--- src/rtl/core/tgba_pkg.sv ---
// Package for the two-group batch arbiter.
// Holds transaction types, operation codes, holder and status codes.
// No dependencies.
package tgba_pkg;

    localparam logic CMD_ARRIVE = 1'b0;
    localparam logic CMD_DEPART = 1'b1;

    localparam logic [1:0] HOLD_NONE = 2'd0;
    localparam logic [1:0] HOLD_G0   = 2'd1;
    localparam logic [1:0] HOLD_G1   = 2'd2;

    localparam logic [1:0] ST_OK         = 2'd0;
    localparam logic [1:0] ST_BAD_DEPART = 2'd1;
    localparam logic [1:0] ST_WAIT_FULL  = 2'd2;

    localparam logic [7:0] BATCH_LIMIT_RST = 8'd4;

    typedef struct packed {
        logic cmd;
        logic group;
    } event_t;

    typedef struct packed {
        logic       grant_group;
        logic [7:0] grant_count;
        logic [7:0] waiting_group0;
        logic [7:0] waiting_group1;
        logic [7:0] inside_now;
        logic [1:0] holder;
        logic [1:0] status;
    } result_t;

    // Classified operation passed from front to back
    typedef struct packed {
        logic is_depart;
        logic grp;
    } op_t;

    typedef struct packed {
        logic valid;
        op_t  op;
    } op_queue_t;

endpackage

--- src/rtl/core/tgba_front.sv ---
// Front part of the two-group batch arbiter: accepts and classifies events.
// Holds a two-entry queue of operations towards the back part.
// Depends on tgba_pkg.
module tgba_front
(
    input  logic                 clk,
    input  logic                 rst_n,
    input  logic                 push,
    output logic                 full,
    input  tgba_pkg::event_t     event_item,
    output tgba_pkg::op_queue_t  head,
    input  logic                 take
);

    tgba_pkg::op_t entry_reg [2];
    logic          wr_ptr_reg;
    logic          wr_ptr_next;
    logic          rd_ptr_reg;
    logic          rd_ptr_next;
    logic [1:0]    count_reg;
    logic [1:0]    count_next;
    logic          do_push;
    logic          do_take;
    tgba_pkg::op_t new_op;

    assign full    = (count_reg == 2'd2);
    assign do_push = push && !full;
    assign do_take = take && (count_reg != 2'd0);

    assign new_op.is_depart = (event_item.cmd == tgba_pkg::CMD_DEPART);
    assign new_op.grp       = event_item.group;

    assign head.valid = (count_reg != 2'd0);
    assign head.op    = entry_reg[rd_ptr_reg];

    always_comb
    begin
        wr_ptr_next = do_push ? ~wr_ptr_reg : wr_ptr_reg;
        rd_ptr_next = do_take ? ~rd_ptr_reg : rd_ptr_reg;
        count_next  = count_reg;
        if (do_push && !do_take)
        begin
            count_next = count_reg + 2'd1;
        end
        else if (!do_push && do_take)
        begin
            count_next = count_reg - 2'd1;
        end
    end

    always_ff @(posedge clk or negedge rst_n)
    begin
        if (!rst_n)
        begin
            wr_ptr_reg <= 1'b0;
            rd_ptr_reg <= 1'b0;
            count_reg  <= 2'd0;
        end
        else
        begin
            wr_ptr_reg <= wr_ptr_next;
            rd_ptr_reg <= rd_ptr_next;
            count_reg  <= count_next;
        end
    end

    always_ff @(posedge clk)
    begin
        if (do_push)
        begin
            entry_reg[wr_ptr_reg] <= new_op;
        end
    end

endmodule

--- src/rtl/core/tgba_back.sv ---
// Back part of the two-group batch arbiter: carries out operations.
// Holds the arbitration state, the batch limit register and the result queue.
// Depends on tgba_pkg.
module tgba_back
#(
    parameter int MAX_CLIENTS = 255
)
(
    input  logic                 clk,
    input  logic                 rst_n,
    input  tgba_pkg::op_queue_t  head,
    output logic                 take,
    input  logic                 cfg_valid,
    output logic                 cfg_ready,
    input  logic [7:0]           cfg_data,
    output logic                 empty,
    input  logic                 pop,
    output tgba_pkg::result_t    result_item
);

    localparam logic [7:0] CAP = (MAX_CLIENTS < 255) ? 8'(MAX_CLIENTS) : 8'd255;

    logic [7:0] limit_reg;
    logic [7:0] wait0_reg;
    logic [7:0] wait0_next;
    logic [7:0] wait1_reg;
    logic [7:0] wait1_next;
    logic [7:0] inside_reg;
    logic [7:0] inside_next;
    logic [1:0] owner_reg;
    logic [1:0] owner_next;
    logic [7:0] batch_reg;
    logic [7:0] batch_next;

    tgba_pkg::result_t res;
    tgba_pkg::result_t slot_reg [2];
    logic              wr_ptr_reg;
    logic              rd_ptr_reg;
    logic [1:0]        count_reg;
    logic [1:0]        count_next;
    logic              do_pop;

    assign cfg_ready = 1'b1;
    assign take      = head.valid && (count_reg != 2'd2);
    assign empty     = (count_reg == 2'd0);
    assign do_pop    = pop && !empty;
    assign result_item = slot_reg[rd_ptr_reg];

    always_comb
    begin
        logic [7:0] limit;
        logic [7:0] w_g;
        logic [7:0] w_o;
        logic [7:0] w_g_new;
        logic [7:0] w_o_new;
        logic [1:0] own_g;
        logic [1:0] own_o;
        logic [7:0] n_lim;
        logic [7:0] n_sel;
        logic [7:0] n_fin;
        logic [7:0] n_own;
        logic [7:0] ins_dec;
        logic       blocked;
        logic       grant_grp;
        logic [7:0] grant_cnt;
        logic [1:0] status;

        limit   = (limit_reg == 8'd0) ? 8'd1 : limit_reg;
        w_g     = head.op.grp ? wait1_reg : wait0_reg;
        w_o     = head.op.grp ? wait0_reg : wait1_reg;
        own_g   = head.op.grp ? tgba_pkg::HOLD_G1 : tgba_pkg::HOLD_G0;
        own_o   = head.op.grp ? tgba_pkg::HOLD_G0 : tgba_pkg::HOLD_G1;
        n_lim   = (w_o < limit) ? w_o : limit;
        n_sel   = (w_g != 8'd0) ? n_lim : w_o;
        n_fin   = (n_sel < CAP) ? n_sel : CAP;
        n_own   = (w_g < CAP) ? w_g : CAP;
        ins_dec = inside_reg - 8'd1;
        blocked = (owner_reg == own_o) || (batch_reg >= limit) || (inside_reg >= CAP);

        w_g_new     = w_g;
        w_o_new     = w_o;
        inside_next = inside_reg;
        owner_next  = owner_reg;
        batch_next  = batch_reg;
        grant_grp   = 1'b0;
        grant_cnt   = 8'd0;
        status      = tgba_pkg::ST_OK;

        if (!head.op.is_depart)
        begin
            if (blocked)
            begin
                if (w_g >= CAP)
                begin
                    status = tgba_pkg::ST_WAIT_FULL;
                end
                else
                begin
                    w_g_new = w_g + 8'd1;
                end
            end
            else
            begin
                owner_next  = own_g;
                inside_next = inside_reg + 8'd1;
                if ((w_o != 8'd0) && (batch_reg != 8'd255))
                begin
                    batch_next = batch_reg + 8'd1;
                end
                grant_grp = head.op.grp;
                grant_cnt = 8'd1;
            end
        end
        else
        begin
            if ((inside_reg == 8'd0) || (owner_reg != own_g))
            begin
                status = tgba_pkg::ST_BAD_DEPART;
            end
            else
            begin
                inside_next = ins_dec;
                if (ins_dec == 8'd0)
                begin
                    if (w_o != 8'd0)
                    begin
                        batch_next  = (w_g != 8'd0) ? n_fin : 8'd0;
                        w_o_new     = w_o - n_fin;
                        inside_next = n_fin;
                        owner_next  = own_o;
                        grant_grp   = ~head.op.grp;
                        grant_cnt   = n_fin;
                    end
                    else if (w_g != 8'd0)
                    begin
                        batch_next  = 8'd0;
                        w_g_new     = w_g - n_own;
                        inside_next = n_own;
                        owner_next  = own_g;
                        grant_grp   = head.op.grp;
                        grant_cnt   = n_own;
                    end
                    else
                    begin
                        batch_next = 8'd0;
                        owner_next = tgba_pkg::HOLD_NONE;
                    end
                end
            end
        end

        wait0_next = head.op.grp ? w_o_new : w_g_new;
        wait1_next = head.op.grp ? w_g_new : w_o_new;

        res.grant_group    = (grant_cnt != 8'd0) ? grant_grp : 1'b0;
        res.grant_count    = grant_cnt;
        res.waiting_group0 = wait0_next;
        res.waiting_group1 = wait1_next;
        res.inside_now     = inside_next;
        res.holder         = owner_next;
        res.status         = status;
    end

    always_comb
    begin
        count_next = count_reg;
        if (take && !do_pop)
        begin
            count_next = count_reg + 2'd1;
        end
        else if (!take && do_pop)
        begin
            count_next = count_reg - 2'd1;
        end
    end

    always_ff @(posedge clk or negedge rst_n)
    begin
        if (!rst_n)
        begin
            limit_reg  <= tgba_pkg::BATCH_LIMIT_RST;
            wait0_reg  <= 8'd0;
            wait1_reg  <= 8'd0;
            inside_reg <= 8'd0;
            owner_reg  <= tgba_pkg::HOLD_NONE;
            batch_reg  <= 8'd0;
            wr_ptr_reg <= 1'b0;
            rd_ptr_reg <= 1'b0;
            count_reg  <= 2'd0;
        end
        else
        begin
            if (cfg_valid && cfg_ready)
            begin
                limit_reg <= cfg_data;
            end
            if (take)
            begin
                wait0_reg  <= wait0_next;
                wait1_reg  <= wait1_next;
                inside_reg <= inside_next;
                owner_reg  <= owner_next;
                batch_reg  <= batch_next;
                wr_ptr_reg <= ~wr_ptr_reg;
            end
            if (do_pop)
            begin
                rd_ptr_reg <= ~rd_ptr_reg;
            end
            count_reg <= count_next;
        end
    end

    always_ff @(posedge clk)
    begin
        if (take)
        begin
            slot_reg[wr_ptr_reg] <= res;
        end
    end

endmodule

--- src/rtl/core/two_group_batch_arbiter_top.sv ---
// Top level of the two-group batch arbiter: front queue, back execution unit.
// Depends on tgba_pkg, tgba_front and tgba_back.
// A transaction is held in the front queue; its result is then registered in the result queue.
// Throughput: one transaction per cycle while the result queue is not full, set by the state update on each take.
// Reset: queues empty, counters zero, resource idle, batch limit 4.
module two_group_batch_arbiter_top
#(
    parameter int MAX_CLIENTS = 255
)
(
    input  logic               clk,
    input  logic               rst_n,
    input  logic               push,
    output logic               full,
    input  tgba_pkg::event_t   event_item,
    output logic               empty,
    input  logic               pop,
    output tgba_pkg::result_t  result_item,
    input  logic               cfg_valid,
    output logic               cfg_ready,
    input  logic [7:0]         cfg_data
);

    tgba_pkg::op_queue_t head;
    logic                take;

    tgba_front u_front
    (
        .clk        (clk),
        .rst_n      (rst_n),
        .push       (push),
        .full       (full),
        .event_item (event_item),
        .head       (head),
        .take       (take)
    );

    tgba_back
    #(
        .MAX_CLIENTS (MAX_CLIENTS)
    )
    u_back
    (
        .clk         (clk),
        .rst_n       (rst_n),
        .head        (head),
        .take        (take),
        .cfg_valid   (cfg_valid),
        .cfg_ready   (cfg_ready),
        .cfg_data    (cfg_data),
        .empty       (empty),
        .pop         (pop),
        .result_item (result_item)
    );

endmodule
--- config.mk ---
export PLATFORM = sky130hd
export DESIGN_NAME = two_group_batch_arbiter_top
export DESIGN_NICKNAME = d
export VERILOG_FILES = /design/src/rtl/core/tgba_pkg.sv /design/src/rtl/core/tgba_front.sv /design/src/rtl/core/tgba_back.sv /design/src/rtl/core/two_group_batch_arbiter_top.sv
export SDC_FILE = /design/constraint.sdc
export NUM_CORES = 1
export LEC_CHECK = 0
export BUFFER_PORTS_ARGS = -buffer_cell sky130_fd_sc_hd__buf_4
export CAP_MARGIN = 20
export CORE_MARGIN = 2
export CORE_UTILIZATION = 56
export DETAILED_ROUTE_END_ITERATION = 12
export PLACE_DENSITY_LB_ADDON = 0.08
export SLEW_MARGIN = 20
export SYNTH_ARGS = -nofsm -noshare
export SYNTH_HDL_FRONTEND = slang
export SYNTH_HIERARCHICAL = 1
export SYNTH_SLANG_ARGS = --single-unit
--- constraint.sdc ---
create_clock -name clk -period 4.9 [get_ports clk]
set_input_delay 0 -clock clk [delete_from_list [all_inputs] [get_ports clk]]
set_output_delay 0 -clock clk [all_outputs]
set_load 0.02 [all_outputs]
After elaboration in Yosys (flattened, before gate mapping):

Memories as Yosys holds them, arrays and structs flattened.
Index checks and enable logic that the tools add are counted.

* shifts and indexed selects: 0
* reduce and logical (&&, ||, !) cells: 30
* order comparisons: 6
* eq/ne operators: 8
* div/mod/pow operators: 0
* muxes and demuxes: 66
* $mul: 0
* add/subtract/negate cells: 10
* bitwise logic cells: 5

Operator list (number)
* $mux 8: 38
* $mux 2: 15
* $add 8x1->8 const B: 3
* $logic_not 8->1: 3
* $reduce_bool 8->1: 3
* $ge 8x8->1 const B: 2
* $lt 8x8->1 const B: 2
* $sub 8x8->8: 2
* $mux 1: 13
* $logic_and 1x1->1: 9
* $ge 8x8->1: 1
* $lt 8x8->1: 1
* $ne 8x8->1 const B: 1
* $reduce_bool 2->1: 4
* $sub 8x1->8 const B: 1
* $logic_not 1->1: 6
* $ne 2x2->1 const B: 3
* $not 1->1: 5
* $reduce_and 5->1: 1
* $add 2x1->2 const B: 2
* $sub 2x1->2 const B: 2
* $logic_or 1x1->1: 3
* $eq 2x2->1: 1
* $eq 2x2->1 const B: 1
* 3 further kinds: 3

* output and inout bits: 40
* input bits: 15
* RAM bits: 78
* register bits after elaboration: 50
* logic and storage cells: 139
* memories: 2
* bits in read-only memories: 0
* bits in latches: 0

Memories
* u_back.slot_reg: depth 2, width 37, rd ports 1, clocked after memory_dff 0, wr ports 1, RTL line tgba_back.sv:36 `tgba_pkg::result_t slot_reg [2];`
* u_front.entry_reg: depth 2, width 2, rd ports 1, clocked after memory_dff 0, wr ports 1, RTL line tgba_front.sv:15 `tgba_pkg::op_t entry_reg [2];`

Logic depth before layout (Yosys ltp):

* depth after elaboration: 13
* mapped depth: 23
* gate-level depth less buffers: 19

By module:

The synthesis kept the hierarchy.

Modules (own cells, without submodules)
* tgba_back: times used 1, area an instance 7691.1 µm², cells an instance 748, seq. area each 3374.5 µm²
* tgba_front: times used 1, area an instance 350.3 µm², cells an instance 25, seq. area each 220.2 µm²

Worst setup path before layout:

Ideal clock, no wire load.

* path type: register to register
* from: register u_front.rd_ptr_reg
* to: memory u_back/slot_reg[0][19] in the netlist's numbering, data pin
* arrival time: 4.800 ns
* library setup time: 0.280 ns
* path buffers: 4
* required time: 4.620 ns
* period minus slack after synthesis: 5.080 ns
* path slack: -0.180 ns
* cell stages (with the launch flop): 22
* cell sequence: dfrtp_1 -> mux2_2 -> buf_6 -> buf_6 -> buf_6 -> clkbuf_1 -> mux2_2 -> ha_1 -> a21oi_1 -> o21ai_0 -> a211o_1 -> a21oi_1 -> or2_2 -> ha_1 -> and2_1 -> o21ai_0 -> nand3_1 -> and2_1 -> a311oi_1 -> a31oi_1 -> o21ai_0 -> o21ai_0

RTL lines
* start, declared: RTL line tgba_front.sv:18 `logic rd_ptr_reg;`
* start signal, assigned: RTL line tgba_front.sv:62 `rd_ptr_reg <= rd_ptr_next;`
* end, declared: RTL line tgba_back.sv:36

==> results.rst <==
.. list-table::
   :header-rows: 1

   * - Metric
     - Value
   * - Clock transition time at the flip-flop clock pins of the worst setup and hold paths
     - 0.06 ns
   * - Effective utilization at floorplan
     - 0.577
   * - All-Layer GR Usage
     - 0.294
   * - Row count
     - 43
   * - Sequential cell area fraction in the yosys report
     - 0.447
   * - Share of post-route cells with drive strength above 1
     - 0.250
   * - Unrepaired setup endpoints after global routing
     - true
   * - Width of the chip
     - 124 microns
   * - Max-cap viol count
     - 0
   * - Via count of the first global-routing pass
     - 6132
   * - Reg2Reg Setup Slack
     - 0.23 ns
   * - Max Root-Sink Buffers
     - 2
   * - Period utilization
     - 0.952
   * - Cell at the root of the clock tree
     - sky130_fd_sc_hd__clkbuf_16
   * - CP startpoint
     - u_front/rd_ptr_reg$_DFFE_PN0P_
   * - Biggest area consumer among synthesized cells
     - sky130_fd_sc_hd__edfxtp_1
   * - Last weighted congestion value of the routability-driven placer
     - 0.984
   * - Startpoint type of the worst setup path
     - register
   * - Die H
     - 124 microns
   * - Depth of the CTS H-tree
     - 4
   * - First drt pass iteration count
     - 6
   * - Gate count after technology mapping
     - 773
   * - Slew headroom
     - 0.346
   * - Unique cell type count in the Yosys netlist
     - 80
   * - Cells taking the most area after synthesis
     - sky130_fd_sc_hd__edfxtp_1 29%, sky130_fd_sc_hd__dfrtp_1 15%, sky130_fd_sc_hd__mux2_2 9.1%, sky130_fd_sc_hd__ha_1 5.3%, sky130_fd_sc_hd__o21ai_0 2.9%
   * - Required @ worst endpoint
     - 5.04 ns
   * - Maximum fanout encountered on the critical timing path
     - 9
   * - Layout area overhead
     - 20.4%
   * - Data arrival, critical path
     - 4.81 ns
   * - Final hold violation count
     - 0
   * - Largest clock skew in the final design
     - 0.00788 ns
   * - Antenna diode instance count
     - 0
   * - Peak clock frequency supported by timing
     - 0.214 GHz
   * - Remaining antenna violation count
     - 0
   * - Overall die area
     - 15300 sq um
   * - First-pass GRT wire length
     - 33.4 mm
   * - Violation count after the first detailed-routing iteration
     - 577
   * - Number of buffers added by the clock tree synthesis step
     - 17
   * - Cell area after synthesis
     - 8040 sq um
   * - Clock latency at the later pin of the worst-skew pair
     - 0.43 ns
   * - Clk sink count
     - 128
   * - Share of synthesized flip-flops with an asynchronous set or reset
     - 0.391
   * - FF+latch count, synth
     - 128
   * - Proportion of netlist area held by the largest area contributor
     - 0.291
   * - CTS tree
     - done
   * - Classification of the worst-slack hold path
     - in2async
   * - Wirelength per Cell
     - 20.3 microns
   * - Via-to-Cell Ratio
     - 6.20
   * - Total placed instance area
     - 8740 sq um
   * - Tmin final
     - 4.67 ns
   * - Commonest cells after routing, fill and taps aside
     - 88 x sky130_fd_sc_hd__buf_4, 78 x sky130_fd_sc_hd__edfxtp_1, 64 x sky130_fd_sc_hd__mux2_2
   * - Flip-flop cell with the highest count after synthesis
     - sky130_fd_sc_hd__edfxtp_1
   * - Initial antenna violation count
     - 0
   * - Run status
     - finished clean
   * - Worst Setup End Kind
     - register
   * - Final number of setup-violating endpoints
     - 0
   * - Synthesized net count
     - 823
   * - Actual slew at the worst max-slew pin
     - 0.981 ns
   * - Overall routed net length
     - 21.6 mm
   * - Overall overflow remaining after global route
     - 0
   * - Syn. warnings
     - 6
   * - Number of nets at the end of the flow
     - 918
   * - Worst setup path class
     - reg2reg
   * - Detailed-placement wirelength estimate
     - 15.4 mm
   * - Most common cell after layout, fill and taps aside
     - sky130_fd_sc_hd__buf_4
   * - Count of input and output buffers
     - 53
   * - DRC Markers
     - 0
   * - Syn Area/Cell
     - 10.4 sq um
   * - Count of boundary I/O pins
     - 55
   * - Maximum number of pins on one net before global-route repair
     - 51
   * - Max FFs per register
     - 74
   * - Core outline area
     - 13900 sq um
   * - Via count
     - 6580
   * - Reg-to-reg critical path startpoint
     - u_front/rd_ptr_reg$_DFFE_PN0P_
   * - Post-Layout Inst Area
     - 9690 sq um
   * - Max-slew violation count
     - 0
   * - Number of enable-type register cells in the synthesized netlist
     - 78
-- metrics by stage --
step,hold slack [ns],std cells,TNS (ns),setup slack [ns],util
2_1_floorplan,-0.296,773,0,0.0403,-
3_3_place_gp,0.0854,997,0,0.178,0.627
3_5_place_dp,0.0877,997,0,0.0869,0.627
4_1_cts,0.182,1057,0,0.0785,0.690
5_1_grt,0.235,1061,-0.302,-0.0701,0.695
6_report,0.171,1061,0,0.233,0.695
-- logic make-up (layout without fill, tap and decap cells) --
group,count (synthesis),after routing,share of synthesized area
compound gates,191,191,0.167
xor+xnor,23,23,0.0251
fa+ha+maj,35,35,0.0554
buf+inv,80,188,0.0426
flops,128,128,0.447
mux,84,84,0.120
other cells,1,1,0.000466
simple gates,231,231,0.143
-- cell type report --
cell class / count / area, sq um
fillers: 1056 / 4250
multi-input cells: 565 / 4150
flip-flops and latches: 128 / 3590
repair buffers: 118 / 981
clock buffers: 18 / 439
well taps: 180 / 225
clock inverters: 14 / 155
inverters: 38 / 143
-- Yosys cell counts, drive strengths merged, types with 11 or more instances --
master / n
edfxtp: 78
mux2: 65
nor2: 57
nand2: 52
dfrtp: 49
o21ai: 48
a21oi: 41
inv: 37
ha: 34
clkbuf: 29
nor3: 26
nand3: 24
mux2i: 19
xnor2: 18
buf: 13
nor4: 13
a211oi: 11
nand2b: 11
-- path summary, 6_finish.rpt --
kind / cells past startpoint / to
max: 18 / u_back/slot_reg[0][19]$_DFFE_PP_
min reg2reg: 1 / u_front/count_reg[1]$_DFFE_PN0P_
max reg2reg: 18 / u_back/slot_reg[0][19]$_DFFE_PP_
min: 2 / u_back/limit_reg[0]$_DFFE_PN0P_
max in group asynchronous: 2 / u_back/owner_reg[0]$_DFFE_PN0P_
min in group clk: 2 / u_front/entry_reg[0][0]$_DFFE_PP_
-- metal layers --
layer | wire (microns) | vias to the layer above | track usage
met5 | 0 | - | 0
met4 | 329 | 0 | 0.0824
met3 | 1720 | 28 | 0.0723
met2 | 10100 | 305 | 0.459
met1 | 9430 | 3156 | 0.411
li1 | - | 3091 | -
-- repair_timing --
action	4_1_cts	5_1_grt
endpoints found under the hold margin	65	0
setup buffers	0	3
hold buffers	28	0
setup endpoints to repair	0	12
gates resized for setup	0	8
-- critical path: stages (launching register included) --
cell                       delay, ns
sky130_fd_sc_hd__dfrtp_1        0.42
sky130_fd_sc_hd__mux2_4         0.41
sky130_fd_sc_hd__mux2i_1        0.22
sky130_fd_sc_hd__inv_1          0.10
sky130_fd_sc_hd__ha_1           0.32
sky130_fd_sc_hd__a21oi_2        0.19
sky130_fd_sc_hd__o221ai_4       0.16
sky130_fd_sc_hd__a211oi_4       0.30
sky130_fd_sc_hd__nor3_1         0.11
sky130_fd_sc_hd__or2_2          0.34
sky130_fd_sc_hd__ha_1           0.34
sky130_fd_sc_hd__and2_1         0.17
sky130_fd_sc_hd__o21ai_1        0.16
sky130_fd_sc_hd__nand3_1        0.17
sky130_fd_sc_hd__and2_1         0.21
sky130_fd_sc_hd__a311oi_2       0.32
sky130_fd_sc_hd__a31oi_1        0.16
sky130_fd_sc_hd__o21ai_0        0.17
sky130_fd_sc_hd__o21ai_0        0.12
Power is not shown: default switching activity piles up to over one toggle a cycle in this logic, so the estimate is an artifact.
